===== src/rtl/core/interface_forcing_stencil_unit_defines.svh =====
// ============================================================================
// Interface forcing stencil - assertion macros
// Shared concurrent assertion forms used by the stencil RTL.
// ============================================================================
`ifndef INTERFACE_FORCING_STENCIL_UNIT_DEFINES_SVH
`define INTERFACE_FORCING_STENCIL_UNIT_DEFINES_SVH

// The consequent must hold in the same cycle as the antecedent.
`define IFS_ASSERT_SAME(name, clk, rst, ante, cons, msg) \
   name: assert property (@(posedge clk) disable iff (rst) (ante) |-> (cons)) \
      else $error(msg);

// The consequent must hold in the cycle after the antecedent.
`define IFS_ASSERT_NEXT(name, clk, rst, ante, cons, msg) \
   name: assert property (@(posedge clk) disable iff (rst) (ante) |=> (cons)) \
      else $error(msg);

`endif


===== src/rtl/core/ifs_pkg.sv =====
// ============================================================================
// ifs_pkg - interface forcing stencil package
// Widths, types, register indexes and the stencil coefficient table.
// ============================================================================
`default_nettype none

package ifs_pkg;

   localparam int unsigned NUM_TAPS    = 6;
   localparam int unsigned NUM_SIDE    = 3;
   localparam int unsigned SAMPLE_W    = 24;
   localparam int unsigned FORCE_W     = 32;
   localparam int unsigned GAIN_W      = 32;
   localparam int unsigned GAIN_HALF_W = GAIN_W / 2;
   localparam int unsigned FRAC_W      = 24;
   localparam int unsigned COEF_W      = 10;
   // A row sum is bounded by 598 * 2^23, which needs 34 signed bits.
   localparam int unsigned SUM_W       = 34;
   // Partial product: row sum times one zero-extended gain half.
   localparam int unsigned PP_W        = SUM_W + GAIN_HALF_W + 1;
   localparam int unsigned FULL_W      = PP_W + GAIN_HALF_W;
   localparam int unsigned SHIFT_W     = FULL_W - FRAC_W;
   localparam int unsigned CSR_INDEX_W = 2;

   localparam logic [CSR_INDEX_W-1:0] REG_FORCE_GAIN = 2'd0;
   localparam logic [CSR_INDEX_W-1:0] REG_NEAR_SELF  = 2'd1;
   localparam logic [CSR_INDEX_W-1:0] REG_FAR_SELF   = 2'd2;

   localparam logic [GAIN_W-1:0] GAIN_RESET = 32'h0100_0000;

   typedef logic signed [SAMPLE_W-1:0] sample_type;
   typedef logic signed [FORCE_W-1:0]  force_type;
   typedef logic        [GAIN_W-1:0]   gain_type;
   typedef logic signed [COEF_W-1:0]   coef_type;
   typedef logic signed [SUM_W-1:0]    sum_type;

   localparam force_type FORCE_MAX = 32'sh7FFF_FFFF;
   localparam force_type FORCE_MIN = 32'sh8000_0000;

   // Load strobes for the two lane pipeline stages.
   typedef struct packed {
      logic load_s1;
      logic load_s2;
   } pipe_ctl_type;

   // Rows: near_force0..2, far_force0..2.
   // Columns: near_p0 near_p1 near_p2 far_p0 far_p1 far_p2.
   localparam coef_type STENCIL [NUM_TAPS][NUM_TAPS] = '{
      '{ 10'sd0,    10'sd0,   -10'sd2,    10'sd2,    10'sd0,    10'sd0 },
      '{ 10'sd0,   -10'sd2,    10'sd27,  -10'sd27,   10'sd2,    10'sd0 },
      '{-10'sd2,    10'sd27,  -10'sd270,  10'sd270, -10'sd27,   10'sd2 },
      '{ 10'sd2,   -10'sd27,   10'sd270, -10'sd270,  10'sd27,  -10'sd2 },
      '{ 10'sd0,    10'sd2,   -10'sd27,   10'sd27,  -10'sd2,    10'sd0 },
      '{ 10'sd0,    10'sd0,    10'sd2,   -10'sd2,    10'sd0,    10'sd0 }
   };

endpackage

`default_nettype wire


===== src/rtl/core/ifs_lane.sv =====
// ============================================================================
// ifs_lane - one stencil row
// Row sum with self-term select, split gain multiply, shift and saturation.
// ============================================================================
`default_nettype none

module ifs_lane #(
   parameter int unsigned ROW = 0
) (
   input  wire logic                  clock,
   input  wire ifs_pkg::sample_type   samples [ifs_pkg::NUM_TAPS],
   input  wire logic                  self_en,
   input  wire ifs_pkg::gain_type     gain,
   input  wire ifs_pkg::pipe_ctl_type ctl,
   output ifs_pkg::force_type         lane_force
);

   typedef logic signed [ifs_pkg::PP_W-1:0]   pp_type;
   typedef logic signed [ifs_pkg::FULL_W-1:0] full_type;

   localparam bit OWN_IS_NEAR = (ROW < ifs_pkg::NUM_SIDE);

   ifs_pkg::sum_type near_sum;
   ifs_pkg::sum_type far_sum;
   ifs_pkg::sum_type own_sum;
   ifs_pkg::sum_type other_sum;
   ifs_pkg::sum_type sum_in;
   ifs_pkg::sum_type sum_ff;

   pp_type sum_ext;
   pp_type gain_hi_ext;
   pp_type gain_lo_ext;
   pp_type hi_in;
   pp_type lo_in;
   pp_type hi_ff;
   pp_type lo_ff;

   full_type                         full_prod;
   logic [ifs_pkg::SHIFT_W-1:0]      shifted;
   logic [ifs_pkg::SHIFT_W-ifs_pkg::FORCE_W:0] upper;
   logic                             fits;

   // Stage 1: constant-coefficient products, summed per side.
   always_comb begin
      near_sum = '0;
      far_sum  = '0;
      for (int i = 0; i < ifs_pkg::NUM_SIDE; i++) begin
         near_sum = near_sum + ifs_pkg::sum_type'(samples[i])
                             * ifs_pkg::sum_type'(ifs_pkg::STENCIL[ROW][i]);
         far_sum  = far_sum
                  + ifs_pkg::sum_type'(samples[i + ifs_pkg::NUM_SIDE])
                  * ifs_pkg::sum_type'(ifs_pkg::STENCIL[ROW][i + ifs_pkg::NUM_SIDE]);
      end
   end

   assign own_sum   = OWN_IS_NEAR ? near_sum : far_sum;
   assign other_sum = OWN_IS_NEAR ? far_sum  : near_sum;
   assign sum_in    = other_sum + (self_en ? own_sum : '0);

   always_ff @(posedge clock) begin
      if (ctl.load_s1) begin
         sum_ff <= sum_in;
      end
   end

   // Stage 2: the unsigned gain is split into halves so that each
   // multiplier stays narrow.
   assign sum_ext     = pp_type'(sum_ff);
   assign gain_hi_ext = pp_type'({1'b0, gain[ifs_pkg::GAIN_W-1:ifs_pkg::GAIN_HALF_W]});
   assign gain_lo_ext = pp_type'({1'b0, gain[ifs_pkg::GAIN_HALF_W-1:0]});
   assign hi_in       = sum_ext * gain_hi_ext;
   assign lo_in       = sum_ext * gain_lo_ext;

   always_ff @(posedge clock) begin
      if (ctl.load_s2) begin
         hi_ff <= hi_in;
         lo_ff <= lo_in;
      end
   end

   // Recombine, take the floor of the Q8.24 product and clamp to 32 bits.
   assign full_prod = (full_type'(hi_ff) <<< ifs_pkg::GAIN_HALF_W) + full_type'(lo_ff);
   assign shifted   = full_prod[ifs_pkg::FULL_W-1:ifs_pkg::FRAC_W];
   assign upper     = shifted[ifs_pkg::SHIFT_W-1:ifs_pkg::FORCE_W-1];
   assign fits      = (&upper) | ~(|upper);

   always_comb begin
      if (fits) begin
         lane_force = ifs_pkg::force_type'(shifted[ifs_pkg::FORCE_W-1:0]);
      end else if (shifted[ifs_pkg::SHIFT_W-1]) begin
         lane_force = ifs_pkg::FORCE_MIN;
      end else begin
         lane_force = ifs_pkg::FORCE_MAX;
      end
   end

endmodule

`default_nettype wire


===== config.mk =====
export PLATFORM = sky130hd
export DESIGN_NAME = ifs_lane
export DESIGN_NICKNAME = d
export VERILOG_FILES = /design/src/rtl/core/interface_forcing_stencil_unit_defines.svh /design/src/rtl/core/ifs_pkg.sv /design/src/rtl/core/ifs_lane.sv
export SDC_FILE = /design/constraint.sdc
export NUM_CORES = 2
export LEC_CHECK = 0
export BUFFER_PORTS_ARGS = -buffer_cell sky130_fd_sc_hd__buf_2
export CAP_MARGIN = 30
export CORE_MARGIN = 2
export CORE_UTILIZATION = 50
export CTS_CLUSTER_DIAMETER = 120
export DETAILED_ROUTE_END_ITERATION = 8
export GPL_TIMING_DRIVEN = 0
export PLACE_DENSITY = 0.67
export REMOVE_ABC_BUFFERS = 1
export SETUP_SLACK_MARGIN = 0.02
export SYNTH_ARGS = -nofsm -noshare
export SYNTH_HDL_FRONTEND = slang
export SYNTH_SLANG_ARGS = --single-unit

===== constraint.sdc =====
create_clock -name clock -period 11.2 [get_ports clock]
set_input_delay 1.68 -clock clock [delete_from_list [all_inputs] [get_ports clock]]
set_output_delay 1.68 -clock clock [all_outputs]
set_load 0.1 [all_outputs]

==> impl_metrics.tcl <==
set metrics [dict create \
    cts.clk_slew.worst_paths_ns 0.06 \
    timing.rr.start "sum_ff[6]" \
    multi_input_area_um2 35700 \
    grt-ovfl-total 0 \
    grt_first_pass_wirelength_um 181000 \
    timing.critical_path.required_ns 11.41 \
    end_kind "flip-flop" \
    avgSynthCellArea_um2 9.00 \
    grt_start_max_net_pins 74 \
    insertion_delay_ns 0.48 \
    start_util_pct 50.4 \
    fmax_mhz 112 \
    hp-class "reg2reg" \
    finalHoldViolCount 0 \
    cts_resized 0 \
    synth-compound-area-share_pct 7.11 \
    nets 6388 \
    drive_gt1_share_pct 4.63 \
    cts.sinks 117 \
    die_w_um 302 \
    holdWs_ns 1.10 \
    postCtsSetupRepairBufs 0 \
    slew_viol_final 0 \
    synth_flop_cell "edfxtp_1" \
    setup_viol 0 \
    synth-edff-count 117 \
    hp-start "sum_ff[1]" \
    critPathKind "in2reg" \
    synth_fa_ha_area_share_pct 54.2 \
    fin_setup_tns_ns 0 \
    nFillCells 7987 \
    cp-start-kind "input port" \
    grt_setup_unrepaired "false" \
    cts_hold_buf 0 \
    gp_congestion 0.918 \
    die_area_um2 91400 \
    synth_mux_area_share_pct 0.0478 \
    cts_root_buf "clkbuf_16" \
    async_flop_share_pct 0 \
    cts-htree-levels 4 \
    fin_crit_sh_pct 79.7 \
    synth.area.top_cells "fa_1 45%, inv_1 10%, ha_1 8.9%, edfxtp_1 7.9%, nand2_1 6.3%" \
    dr.pass1.iters 5 \
    wirelength_um 106000 \
    yosysUniqueCellTypes 70 \
    relSlewSlack_pct 33.5 \
    synthToLayoutAreaGrowth_pct 6.05 \
    skew_ns 0.0110 \
    synth_top_area_cell "fa_1" \
    cts_made_buffers 17 \
    arrival_ns 9.14 \
    worst_slew_pin_slew_ns 0.985 \
    synthCells 4940 \
    clockBufferDepth 2 \
    ys_seq_elements 117 \
    synth_top_family_by_area "adder cells" \
    die_h_um 302 \
    grt_pass1_vias 35200 \
    wl_per_cell_um 17.5 \
    ios 212 \
    diodes 0 \
    yosysMostFrequentCell "inv_1" \
    ant_nets 0 \
    seqCellArea_um2 3510 \
    hpwl_um 87500 \
    synthTopCellsByCount "1180 x inv_1, 1005 x fa_1, 747 x nand2_1, 411 x and2_1, 317 x ha_1" \
    cp-startpoint "gain[8]" \
    fp-row-count 109 \
    synth_top_area_share_pct 45.2 \
    status "complete, no violations" \
    maxCapViolCount 0 \
    ys_seq_area_share_pct 7.90 \
    grt_usage_pct 25.1 \
    tritoncts "yes" \
    yosysWarnings 0 \
    period_minus_slack_ns 8.93 \
    antenna_found_initial 1 \
    synth-xor-area-share_pct 3.13 \
    synth-simple-area-share_pct 15.7 \
    port_buffers 115 \
    core_um2 88200 \
    via_count 32100 \
    drt_iter0_drc 1710 \
    synth_area_um2 44500 \
    avgViaCountPerCell 5.29 \
    drc 0 \
    worstPathMaxFanout 33 \
]
[metal layers]
layer | vias up | part of all wire (%) | track usage [%]
met4 | 0 | 3.2 | 8.70
met5 | - | 0 | 0
met1 | 16400 | 42 | 32.2
met2 | 860 | 49 | 43.1
met3 | 199 | 5.9 | 4.38
li1 | 14600 | - | -
[through the flow]
| stage | utilization [%] | cells | setup slack [ns] | area (um2) |
|---|---|---|---|---|
| 2_1_floorplan | - | 4715 | 3.24 | 43600 |
| 3_3_place_gp | 51.7 | 5995 | 1.76 | 45600 |
| 3_5_place_dp | 52.8 | 6032 | 1.77 | 46600 |
| 4_1_cts | 53.5 | 6064 | 2.23 | 47200 |
| 5_1_grt | 53.5 | 6064 | 1.95 | 47200 |
| 6_report | 53.5 | 6064 | 2.27 | 47200 |
[critical path, cell delays in order]
cell	delay, ns
buf_2	0.62
nand2_1	0.18
fa_1	0.57
inv_1	0.06
fa_1	0.50
inv_1	0.06
fa_1	0.53
inv_1	0.05
fa_1	0.48
fa_1	0.50
inv_1	0.05
fa_1	0.48
inv_1	0.05
ha_1	0.29
nand3_1	0.12
a211o_1	0.29
a41oi_1	0.33
o21ai_0	0.27
o211ai_1	0.47
a21oi_1	0.25
a21oi_1	0.41
a21oi_1	0.13
a21oi_1	0.32
nor4_1	0.08
a311o_1	0.37
[cells in the final DEF (no fill, tap or decap), drive strengths merged, types with 28 or more instances in the layout]
cell,n
and2,411
fa,1005
ha,317
xnor2,112
inv,1185
nand2,747
xor2,47
buf,152
nor3,33
o21a,28
a21oi,169
a21o,84
nand3,32
edfxtp,117
o21ai,77
nor2,99
[area by class of cell]
| class | count | area share (%) |
|---|---|---|
| clock buffers | 18 | 0.910 |
| well taps | 1165 | 3.09 |
| inverters | 1180 | 9.39 |
| multi-input cells | 3418 | 75.6 |
| repair buffers | 152 | 3.25 |
| clock inverters | 14 | 0.313 |
| flip-flops and latches | 117 | 7.45 |
[state kept, by name, indices dropped and copies added, names as in the netlist]
signal and flops:
lo_ff 34, hi_ff 50, sum_ff 33
[logic make-up after synthesis]
kind of cell,count (synthesis)
compound gates,475
xor+xnor,159
fa+ha+maj,1322
buf+inv,1405
flops,117
mux,2
simple gates,1460
[worst paths after layout]
kind / depth (start not counted) / slack [ns] / endpoint
min reg2reg: 2 / 1.10 / hi_ff[1]
max: 25 / 2.27 / lo_ff[50]
min: 2 / 1.10 / hi_ff[1]
max reg2reg: 25 / 2.99 / lo_ff[50]
Power is not shown: default switching activity piles up to over one toggle a cycle in this logic, so the estimate is an artifact.
