## src/rtl/core/interface_forcing_stencil_unit_defines.svh

```systemverilog
// ============================================================================
// Interface forcing stencil - assertion macros
// Shared concurrent assertion forms used by the stencil RTL.
// ============================================================================
`ifndef INTERFACE_FORCING_STENCIL_UNIT_DEFINES_SVH
`define INTERFACE_FORCING_STENCIL_UNIT_DEFINES_SVH

// The consequent must hold in the same cycle as the antecedent.
`define IFS_ASSERT_SAME(name, clk, rst, ante, cons, msg) \
   name: assert property (@(posedge clk) disable iff (rst) (ante) |-> (cons)) \
      else $error(msg);

// The consequent must hold in the cycle after the antecedent.
`define IFS_ASSERT_NEXT(name, clk, rst, ante, cons, msg) \
   name: assert property (@(posedge clk) disable iff (rst) (ante) |=> (cons)) \
      else $error(msg);

`endif

```

## src/rtl/core/ifs_pkg.sv

```systemverilog
// ============================================================================
// ifs_pkg - interface forcing stencil package
// Widths, types, register indexes and the stencil coefficient table.
// ============================================================================
`default_nettype none

package ifs_pkg;

   localparam int unsigned NUM_TAPS    = 6;
   localparam int unsigned NUM_SIDE    = 3;
   localparam int unsigned SAMPLE_W    = 24;
   localparam int unsigned FORCE_W     = 32;
   localparam int unsigned GAIN_W      = 32;
   localparam int unsigned GAIN_HALF_W = GAIN_W / 2;
   localparam int unsigned FRAC_W      = 24;
   localparam int unsigned COEF_W      = 10;
   // A row sum is bounded by 598 * 2^23, which needs 34 signed bits.
   localparam int unsigned SUM_W       = 34;
   // Partial product: row sum times one zero-extended gain half.
   localparam int unsigned PP_W        = SUM_W + GAIN_HALF_W + 1;
   localparam int unsigned FULL_W      = PP_W + GAIN_HALF_W;
   localparam int unsigned SHIFT_W     = FULL_W - FRAC_W;
   localparam int unsigned CSR_INDEX_W = 2;

   localparam logic [CSR_INDEX_W-1:0] REG_FORCE_GAIN = 2'd0;
   localparam logic [CSR_INDEX_W-1:0] REG_NEAR_SELF  = 2'd1;
   localparam logic [CSR_INDEX_W-1:0] REG_FAR_SELF   = 2'd2;

   localparam logic [GAIN_W-1:0] GAIN_RESET = 32'h0100_0000;

   typedef logic signed [SAMPLE_W-1:0] sample_type;
   typedef logic signed [FORCE_W-1:0]  force_type;
   typedef logic        [GAIN_W-1:0]   gain_type;
   typedef logic signed [COEF_W-1:0]   coef_type;
   typedef logic signed [SUM_W-1:0]    sum_type;

   localparam force_type FORCE_MAX = 32'sh7FFF_FFFF;
   localparam force_type FORCE_MIN = 32'sh8000_0000;

   // Load strobes for the two lane pipeline stages.
   typedef struct packed {
      logic load_s1;
      logic load_s2;
   } pipe_ctl_type;

   // Rows: near_force0..2, far_force0..2.
   // Columns: near_p0 near_p1 near_p2 far_p0 far_p1 far_p2.
   localparam coef_type STENCIL [NUM_TAPS][NUM_TAPS] = '{
      '{ 10'sd0,    10'sd0,   -10'sd2,    10'sd2,    10'sd0,    10'sd0 },
      '{ 10'sd0,   -10'sd2,    10'sd27,  -10'sd27,   10'sd2,    10'sd0 },
      '{-10'sd2,    10'sd27,  -10'sd270,  10'sd270, -10'sd27,   10'sd2 },
      '{ 10'sd2,   -10'sd27,   10'sd270, -10'sd270,  10'sd27,  -10'sd2 },
      '{ 10'sd0,    10'sd2,   -10'sd27,   10'sd27,  -10'sd2,    10'sd0 },
      '{ 10'sd0,    10'sd0,    10'sd2,   -10'sd2,    10'sd0,    10'sd0 }
   };

endpackage

`default_nettype wire

```

## src/rtl/core/ifs_rsp_if.sv

```systemverilog
// ============================================================================
// ifs_rsp_if - forcing item channel
// Valid/ready channel carrying the six saturated forcing values.
// ============================================================================
`default_nettype none

interface ifs_rsp_if;
   logic                valid;
   logic                ready;
   ifs_pkg::force_type  near_force0;
   ifs_pkg::force_type  near_force1;
   ifs_pkg::force_type  near_force2;
   ifs_pkg::force_type  far_force0;
   ifs_pkg::force_type  far_force1;
   ifs_pkg::force_type  far_force2;

   modport source (
      output valid, near_force0, near_force1, near_force2,
             far_force0, far_force1, far_force2,
      input  ready
   );

   modport sink (
      input  valid, near_force0, near_force1, near_force2,
             far_force0, far_force1, far_force2,
      output ready
   );
endinterface

`default_nettype wire

```

## src/rtl/core/ifs_merge.sv

```systemverilog
// ============================================================================
// ifs_merge - result merge and output register
// Gathers the six lane results into one item and holds it for the sink.
// ============================================================================
`default_nettype none

module ifs_merge (
   input  wire logic                clock,
   input  wire logic                reset,
   input  wire logic                in_valid,
   input  wire ifs_pkg::force_type  lane_force [ifs_pkg::NUM_TAPS],
   output logic                     out_ready,
   ifs_rsp_if.source                rsp_chan
);

   logic               valid_in;
   logic               valid_ff;
   ifs_pkg::force_type force_ff [ifs_pkg::NUM_TAPS];

   assign out_ready = !valid_ff || rsp_chan.ready;
   assign valid_in  = out_ready ? in_valid : valid_ff;

   always_ff @(posedge clock) begin
      if (reset) begin
         valid_ff <= 1'b0;
      end else begin
         valid_ff <= valid_in;
      end
   end

   always_ff @(posedge clock) begin
      if (out_ready && in_valid) begin
         force_ff <= lane_force;
      end
   end

   assign rsp_chan.valid       = valid_ff;
   assign rsp_chan.near_force0 = force_ff[0];
   assign rsp_chan.near_force1 = force_ff[1];
   assign rsp_chan.near_force2 = force_ff[2];
   assign rsp_chan.far_force0  = force_ff[3];
   assign rsp_chan.far_force1  = force_ff[4];
   assign rsp_chan.far_force2  = force_ff[5];

endmodule

`default_nettype wire

```

## src/flat_wrapper.sv

```systemverilog
// flat-port wrapper written by rule: the top's interface ports become plain ports
module ifs_merge_flat 
  (clock, reset, in_valid, lane_force, out_ready, rsp_chan_valid, rsp_chan_near_force0, rsp_chan_near_force1, rsp_chan_near_force2, rsp_chan_far_force0, rsp_chan_far_force1, rsp_chan_far_force2, rsp_chan_ready);
  ifs_rsp_if rsp_chan_i ();
  input  wire logic clock;
  input  wire logic reset;
  input  wire logic in_valid;
  input  wire ifs_pkg::force_type lane_force[ifs_pkg::NUM_TAPS];
  output logic out_ready;
  output wire logic [$bits(rsp_chan_i.valid)-1:0] rsp_chan_valid;
  output wire logic [$bits(rsp_chan_i.near_force0)-1:0] rsp_chan_near_force0;
  output wire logic [$bits(rsp_chan_i.near_force1)-1:0] rsp_chan_near_force1;
  output wire logic [$bits(rsp_chan_i.near_force2)-1:0] rsp_chan_near_force2;
  output wire logic [$bits(rsp_chan_i.far_force0)-1:0] rsp_chan_far_force0;
  output wire logic [$bits(rsp_chan_i.far_force1)-1:0] rsp_chan_far_force1;
  output wire logic [$bits(rsp_chan_i.far_force2)-1:0] rsp_chan_far_force2;
  input wire logic [$bits(rsp_chan_i.ready)-1:0] rsp_chan_ready;
  assign rsp_chan_valid = rsp_chan_i.valid;
  assign rsp_chan_near_force0 = rsp_chan_i.near_force0;
  assign rsp_chan_near_force1 = rsp_chan_i.near_force1;
  assign rsp_chan_near_force2 = rsp_chan_i.near_force2;
  assign rsp_chan_far_force0 = rsp_chan_i.far_force0;
  assign rsp_chan_far_force1 = rsp_chan_i.far_force1;
  assign rsp_chan_far_force2 = rsp_chan_i.far_force2;
  assign rsp_chan_i.ready = rsp_chan_ready;
  ifs_merge u_core (.clock(clock), .reset(reset), .in_valid(in_valid), .lane_force(lane_force), .out_ready(out_ready), .rsp_chan(rsp_chan_i));
endmodule
```

## config.mk

```make
export PLATFORM = sky130hd
export DESIGN_NAME = ifs_merge_flat
export DESIGN_NICKNAME = d
export VERILOG_FILES = /design/src/rtl/core/interface_forcing_stencil_unit_defines.svh /design/src/rtl/core/ifs_pkg.sv /design/src/rtl/core/ifs_rsp_if.sv /design/src/rtl/core/ifs_merge.sv /design/src/flat_wrapper.sv
export SDC_FILE = /design/constraint.sdc
export NUM_CORES = 1
export LEC_CHECK = 0
export BUFFER_PORTS_ARGS = -buffer_cell sky130_fd_sc_hd__buf_2
export CAP_MARGIN = 20
export CORE_AREA = 2 2 154 156
export DETAILED_ROUTE_END_ITERATION = 7
export DIE_AREA = 0 0 156 158
export SYNTH_ARGS = -nofsm -noshare
export SYNTH_HDL_FRONTEND = slang
export SYNTH_SLANG_ARGS = --single-unit
```

## constraint.sdc

```tcl
create_clock -name clock -period 5.8 [get_ports clock]
set_input_delay 1.16 -clock clock [delete_from_list [all_inputs] [get_ports clock]]
set_output_delay 1.16 -clock clock [all_outputs]
set_load 0.01 [all_outputs]
```

==> out/qor.csv, run 1 <==
metric,value,unit
gp_congestion,0.730,
crit_fanout,3,
regArea,5790,um^2
synth_top_area_share,99.1,%
via_count,3548,
layout-drive-gt1-share,68.3,%
synth_cell_types,6,
endpoint,out_ready,
pin_count,390,
clkSlewWorstSetupHoldPaths,0.07,ns
fin_crit_sh,46.7,%
start_util,25.2,%
wl,15.2,mm
grt_start_max_net_pins,81,
reg2reg_depth,3,
cts_tree,done,
final_max_slew_viol_count,0,
fin_nets,804,
hold_class,flop to flop,
status,"complete, no violations",
synthesis.nets,393,
post-route-min-period,2.71,ns
die_w,156,um
drt_drc_violations_left,0,
htreeDepth,4,
r2r_start,u_core.rsp_chan.valid,
fmax,370,MHz
clock_sinks,193,
peakVddDrop,0.156,mV
core-area,23100,um^2
syn_to_final_growth,49.7,%
synthTopCellsByArea,"edfxtp_1, dfxtp_1, nand2b_4, a21oi_2, and2_4",
crit_type,input pin to output port,
syn_area,5820,um^2
portBuffers,389,
power.leakage,3.70,nW
startpoint,rsp_chan_ready,
startpoint_type,input pin,
netlist_instances,197,
setup_viol,0,
yosysWarnings,0,
rows,56,
cts_setup_buffers,0,
grt_pass1_vias,3691,
p_seq_share,55.4,%
clk_path_buf_depth,2,
pwr-share-clk,37.1,%
drt_first_iter_violations,204,
place_inst,879,
maxSlewHeadroom,31.6,%
fin_cells,914,
final.setup.tns,0,ns
drtAntennaViolNets,0,
avgSynthCellArea,29.5,um^2
cts-buffers-inserted,17,
track_usage,11.7,%
die_h,158,um
antenna_found_initial,4,
clock_latency,0.42,ns
p_comb_share,7.6,%
cts_root_buffer,clkbuf_16,
die-area,24600,um^2
p_sw,0.000686,W
nFillCells,2166,
wl_per_cell,16.6,um
multiInputGateArea,31.3,um^2
critPathRequiredTime,4.64,ns
holdPathStages,2,
switching_share,23.0,%
critPathArrivalTime,1.55,ns
postCtsHoldBufs,0,
overflow,0,
dp.final_hpwl,11.6,mm
synth_area_leader_cell,edfxtp_1,
p_per_area,342,nW/um^2
dr.pass1.iters,4,
cap_violations,0,
grt_pass1_wl,20.8,mm
timing.rr.end,u_core.rsp_chan.far_force1[20],
vias_per_cell,3.88,
rsz0062_at_grt,no,
worst-r2r-setup-slack,4.02,ns
ys_ff_latch,193,
worst_pin_slew,1.03,ns
post_cts_resized,0,
p_int,0.00229,W
skew,0.00907,ns
finalHoldViolations,0,
critPathCaptureType,output port,
synth_seq_area_share,99.4,%
## registers in the layout (all words and copies together) (netlist names)
name                         flops
u_core.rsp_chan.far_force0      32
u_core.rsp_chan.far_force1      32
u_core.rsp_chan.far_force2      32
u_core.rsp_chan.near_force0     32
u_core.rsp_chan.near_force1     32
u_core.rsp_chan.near_force2     32
u_core.rsp_chan.valid            1
## synthesized netlist by cell type, drive strengths merged
master / instances
edfxtp: 192
dfxtp: 1
inv: 1
and2: 1
nand2b: 1
a21oi: 1
## metrics by stage
stage	area, um^2	setup slack, ns	hold slack, ns	power (W)	utilization, %
after global placement	8150	3.09	0.487	0.00191	35.4
final	8710	3.09	0.506	0.00298	37.8
after CTS	8700	3.09	0.512	0.00303	37.8
after floorplan	5820	2.70	0.540	0.00176	-
after detailed placement	8150	3.07	0.500	0.00191	35.4
after global routing	8710	3.08	0.535	0.00310	37.8
## power by group through the flow
stage	Combinational [W]	Clock, W	Sequential (W)
after floorplan	0.0000259	0	0.00173
after global placement	0.000229	0	0.00168
after detailed placement	0.000232	0	0.00168
after CTS	0.000232	0.00115	0.00165
after global routing	0.000246	0.00120	0.00166
final	0.000226	0.00110	0.00165
## cells by family after synthesis
kind of cell	synth area share [%]
AOI/OAI and AO/OA	0.151
buffers and inverters	0.0644
DFF	99.4
and+or+nand+nor	0.387
## cell usage in the layout, fill, tap and decap left out, drive strengths merged
cell type,netlist,routed
buf,0,392
a21oi,1,1
edfxtp,192,192
diode,0,3
inv,1,7
clkbuf,0,18
clkinv,0,8
dfxtp,1,1
and2,1,1
nand2b,1,1
## area by class of cell
cell class | count | area share (%)
sequential | 193 | 66.4
antenna | 3 | 0.0862
tap | 290 | 4.16
clock buffer | 18 | 4.93
clock inverter | 14 | 1.41
multi-input combinational | 3 | 0.359
timing repair buffer | 392 | 22.6
inverter | 1 | 0.0431
## metal layers
metal | up-vias | wire length [um] | global-route usage, %
met5 | - | 26 | 0
met4 | 4 | 248 | 4.89
met3 | 16 | 1610 | 5.72
met2 | 221 | 7710 | 19.9
met1 | 1679 | 5610 | 12.6
li1 | 1628 | - | -
## worst min-delay path by stage
stage / startpoint / endpoint / slack [ns]
6_report: u_core.rsp_chan.valid / u_core.rsp_chan.valid / 0.51
5_1_grt: u_core.rsp_chan.valid / u_core.rsp_chan.valid / 0.54
4_1_cts: u_core.rsp_chan.valid / u_core.rsp_chan.valid / 0.51
3_5_place_dp: u_core.rsp_chan.valid / u_core.rsp_chan.valid / 0.50
3_3_place_gp: u_core.rsp_chan.valid / u_core.rsp_chan.valid / 0.49
2_1_floorplan: u_core.rsp_chan.valid / u_core.rsp_chan.valid / 0.54
## worst max-delay path, cell delays in order
cell      delay [ns]
buf_2           0.10
nand2b_4        0.14
buf_2           0.15
Note: power is estimated with default switching activity, not from simulation.
==> run 2, diff against run 1 <==
--- a/config.mk
+++ b/config.mk
@@ -7,9 +7,9 @@
 export LEC_CHECK = 0
 export BUFFER_PORTS_ARGS = -buffer_cell sky130_fd_sc_hd__buf_2
 export CAP_MARGIN = 20
-export CORE_AREA = 2 2 154 156
+export CORE_AREA = 2 2 150 152
 export DETAILED_ROUTE_END_ITERATION = 7
-export DIE_AREA = 0 0 156 158
+export DIE_AREA = 0 0 152 154
 export SYNTH_ARGS = -nofsm -noshare
 export SYNTH_HDL_FRONTEND = slang
 export SYNTH_SLANG_ARGS = --single-unit
==> constraint.sdc (replaced) <==
create_clock -name clock -period 2.5 [get_ports clock]
set_input_delay 0.5 -clock clock [delete_from_list [all_inputs] [get_ports clock]]
set_output_delay 0.5 -clock clock [all_outputs]
set_load 0.01 [all_outputs]
==> out/qor.csv, run 2 (synthesized netlist as in run 1, its figures left out) <==
metric,value,unit
status,"complete, no violations",
layout_common_cells,"buf_2, edfxtp_1, clkbuf_16, clkinv_4, buf_4",
wl,14.6,mm
fin_nets,810,
startpoint_type,flop,
via_count,3541,
cpPeakStageDelay,0.42,ns
setup_viol,0,
die_w,152,um
cpMaxStageDelayCell,edfxtp_1,
postCtsHoldBufs,0,
final.setup.tns,0,ns
rows,54,
crit_type,flop to output port,
rsz0062_at_grt,no,
clkSlewWorstSetupHoldPaths,0.07,ns
crit_fanout,1,
pin_count,390,
drtAntennaViolNets,0,
grt_pass1_vias,3713,
clk_path_buf_depth,2,
finalHoldViolations,0,
clock_latency,0.42,ns
syn_to_final_growth,50.9,%
critPathArrivalTime,0.99,ns
skew,0.0101,ns
pwr-share-clk,36.7,%
path_delay_family,flip-flops,
min-delay-start,reset,
final_max_slew_viol_count,0,
cts_root_buffer,clkbuf_16,
vias_per_cell,3.90,
maxSlewHeadroom,71.5,%
p_seq_share,55.4,%
fmax,670,MHz
die_h,154,um
p_int,0.00534,W
startpoint,u_core.rsp_chan.near_force1[5],
critPathCaptureType,output port,
cts-buffers-inserted,17,
antenna_found_initial,2,
fin_crit_sh,59.7,%
path_buf_inv,1,
cap_violations,0,
switching_share,22.6,%
p_per_area,785,nW/um^2
final_common_cell,buf_2,
drt_first_iter_violations,170,
p_sw,0.00156,W
post_cts_resized,0,
grt_pass1_wl,21.3,mm
cts_setup_buffers,0,
critPathRequiredTime,2.00,ns
die-area,23400,um^2
hold_class,input pin to flop,
start_util,26.8,%
core-area,21700,um^2
p_comb_share,7.9,%
gp_congestion,0.744,
post-route-min-period,1.49,ns
clock_sinks,193,
cts_tree,done,
grt_start_max_net_pins,76,
power.leakage,3.74,nW
worst_pin_slew,0.428,ns
drt_drc_violations_left,0,
track_usage,12.3,%
layout-drive-gt1-share,68.6,%
overflow,0,
wl_per_cell,16.0,um
antenna_cells,0,
htreeDepth,4,
r2r_start,u_core.rsp_chan.valid,
peakVddDrop,0.477,mV
final_util,40.5,%
dp.final_hpwl,11.3,mm
crit_chain,buf_2,
portBuffers,389,
dr.pass1.iters,4,
[run 2: area by class of cell]
type	instances	area, um^2
Clock buffer	18	429
Clock inverter	14	121
Multi-Input combinational cell	3	31.3
Timing Repair Buffer	398	2060
Fill cell	2016	12900
Tap cell	280	350
Inverter	1	3.75
Sequential cell	193	5790
[run 2: path summary, 6_finish.rpt]
path,end,slack (ns),cells past startpoint
hold / removal,u_core.rsp_chan.valid,0.25,2
setup / recovery,rsp_chan_near_force1[5],1.01,1
setup reg to reg,u_core.rsp_chan.near_force0[27],1.08,3
hold reg to reg,u_core.rsp_chan.valid,0.50,2
[run 2: metrics by stage]
stage          power, W  cells  instance area [um^2]  hold slack (ns)  setup slack [ns]
2_1_floorplan   0.00407    197                  5820            0.540            0.0574
3_3_place_gp    0.00444    875                  8240            0.486             0.795
3_5_place_dp    0.00446    875                  8240            0.489             0.783
4_1_cts         0.00702    907                  8790            0.217             0.959
5_1_grt         0.00718    907                  8790            0.210             0.950
6_report        0.00690    907                  8790            0.247              1.01
[run 2: metal layers]
| layer | global-route usage (%) | vias to the layer above | wire length, um |
|---|---|---|---|
| li1 | - | 1640 | - |
| met1 | 13.3 | 1649 | 5290 |
| met3 | 6.12 | 17 | 1570 |
| met4 | 4.94 | 2 | 233 |
| met5 | 0 | - | 16 |
| met2 | 20.7 | 233 | 7450 |
[run 2: power by group through the flow]
stage | Clock (W) | Combinational [W] | Sequential (W)
5_1_grt | 0.00275 | 0.000591 | 0.00384
4_1_cts | 0.00264 | 0.000558 | 0.00383
3_3_place_gp | 0 | 0.000550 | 0.00389
6_report | 0.00253 | 0.000545 | 0.00382
3_5_place_dp | 0 | 0.000557 | 0.00390
2_1_floorplan | 0 | 0.0000601 | 0.00401
==> run 3, diff against run 2 <==
--- a/config.mk
+++ b/config.mk
@@ -7,9 +7,9 @@
 export LEC_CHECK = 0
 export BUFFER_PORTS_ARGS = -buffer_cell sky130_fd_sc_hd__buf_2
 export CAP_MARGIN = 20
-export CORE_AREA = 2 2 150 152
+export CORE_AREA = 2 2 153 155
 export DETAILED_ROUTE_END_ITERATION = 7
-export DIE_AREA = 0 0 152 154
+export DIE_AREA = 0 0 155 157
 export SYNTH_ARGS = -nofsm -noshare
 export SYNTH_HDL_FRONTEND = slang
 export SYNTH_SLANG_ARGS = --single-unit
==> constraint.sdc (replaced) <==
create_clock -name clock -period 1.3 [get_ports clock]
set_input_delay 0.26 -clock clock [delete_from_list [all_inputs] [get_ports clock]]
set_output_delay 0.26 -clock clock [all_outputs]
set_load 0.01 [all_outputs]
==> out/qor.csv, run 3 (synthesized netlist as in run 1, its figures left out) <==
metric,value,unit
final.setup.tns,0,ns
dr.pass1.iters,4,
via_count,4284,
dp.final_hpwl,12.6,mm
start_util,25.9,%
place_inst,898,
r2r_start,u_core.rsp_chan.valid,
portBuffers,389,
finalHoldViolations,0,
critPathArrivalTime,1.40,ns
placed_area,8420,um^2
layout-drive-gt1-share,56.4,%
crit_fanout,13,
drt_first_iter_violations,180,
holdPathStages,1,
wl_per_cell,16.4,um
critPathRequiredTime,1.43,ns
grt_start_max_net_pins,32,
status,"complete, no violations",
cpMaxStageDelayCell,dfxtp_2,
fmax,784,MHz
path_buf_inv,2,
htreeDepth,4,
clock_sinks,193,
startpoint_type,flop,
antenna_found_initial,2,
hold_class,input pin to flop,
clk_path_buf_depth,2,
final_max_slew_viol_count,0,
clkSlewWorstSetupHoldPaths,0.08,ns
fin_cells,1085,
core-area,22500,um^2
syn_to_final_growth,81.4,%
cts_tree,done,
worst_pin_slew,0.175,ns
rows,55,
skew,0.0135,ns
gp_congestion,0.726,
vias_per_cell,3.95,
grt_pass1_vias,4519,
grt_pass1_wl,24.6,mm
track_usage,13.8,%
die_w,155,um
maxSlewHeadroom,88.3,%
drt_drc_violations_left,0,
cts-buffers-inserted,17,
min-delay-start,lane_force[26],
timing.rr.end,u_core.rsp_chan.far_force1[10],
die-area,24300,um^2
post-route-min-period,1.27,ns
clock_latency,0.42,ns
crit_chain,nand2b_4 -> and2_4 -> buf_12 -> buf_4,
wl,17.8,mm
fin_nets,982,
worst-r2r-setup-slack,0.03,ns
die_h,157,um
fin_hold_ws,0.0284,ns
path_delay_family,flip-flops,
power.leakage,4.51,nW
overflow,0,
cts_root_buffer,clkbuf_16,
layout_common_cells,"buf_2, edfxtp_1, dlygate4sd3_1, buf_4, clkbuf_16",
drtAntennaViolNets,0,
reg2reg_depth,4,
peakVddDrop,0.704,mV
p_per_area,1310,nW/um^2
cpPeakStageDelay,0.35,ns
final_common_cell,buf_2,
rsz0062_at_grt,yes,
crit_type,flop to flop,
hold_end,u_core.rsp_chan.far_force2[26],
fin_area,10600,um^2
fin_crit_sh,98.1,%
setup_viol,0,
critPathCaptureType,flop,
pin_count,390,
cap_violations,0,
==> run 3: metal layers <==
metal | global-route usage (%) | part of all wire [%]
met5 | 0 | 0.073
met4 | 4.72 | 1.6
met3 | 5.34 | 9.0
met2 | 25.4 | 53
met1 | 14.3 | 36
==> run 3: power breakdown <==
part,switching [W],internal [W]
clock,0.00240,0.00253
combinational,0.000691,0.000856
sequential,0.0000905,0.00727
total,0.00318,0.0107
==> run 3: timing repair <==
item,4_1_cts,5_1_grt
cloned,0,2
endpoints found under the hold margin,151,1
setup buffers,1,0
endpoints found under the setup margin,2,33
resized for setup,2,5
hold buffers,151,1
==> run 3: worst max path at each step <==
| stage | from | to | slack, ns | cells after the start |
|---|---|---|---|---|
| after floorplan | u_core.rsp_chan.valid | u_core.rsp_chan.far_force0[0] | -0.93 | 2 |
| after global placement | rsp_chan_ready | u_core.rsp_chan.near_force1[0] | -0.001 | 5 |
| after detailed placement | rsp_chan_ready | u_core.rsp_chan.far_force1[23] | -0.01 | 5 |
| after CTS | u_core.rsp_chan.valid | rsp_chan_valid | -0.02 | 2 |
| after global routing | u_core.rsp_chan.near_force2[19] | rsp_chan_near_force2[19] | -0.03 | 1 |
| final | u_core.rsp_chan.valid | u_core.rsp_chan.far_force1[10] | 0.03 | 4 |
==> run 3: per-stage QoR <==
stage / power (W) / setup slack (ns) / utilization, %
after global routing: 0.0144 / -0.0254 / 46.9
after detailed placement: 0.00866 / -0.0114 / 37.4
after floorplan: 0.00783 / -0.931 / -
after global placement: 0.00864 / -0.00124 / 37.4
final: 0.0138 / 0.0253 / 46.9
after CTS: 0.0140 / -0.0154 / 46.6
==> run 3: cell type report <==
cell class,instances,area (um^2)
Fill cell,1955,11900
Inverter,1,3.75
Sequential cell,193,5790
Timing Repair Buffer,570,3820
Multi-Input combinational cell,3,31.3
Antenna cell,1,2.50
Tap cell,285,357
Clock buffer,19,433
Clock inverter,13,123
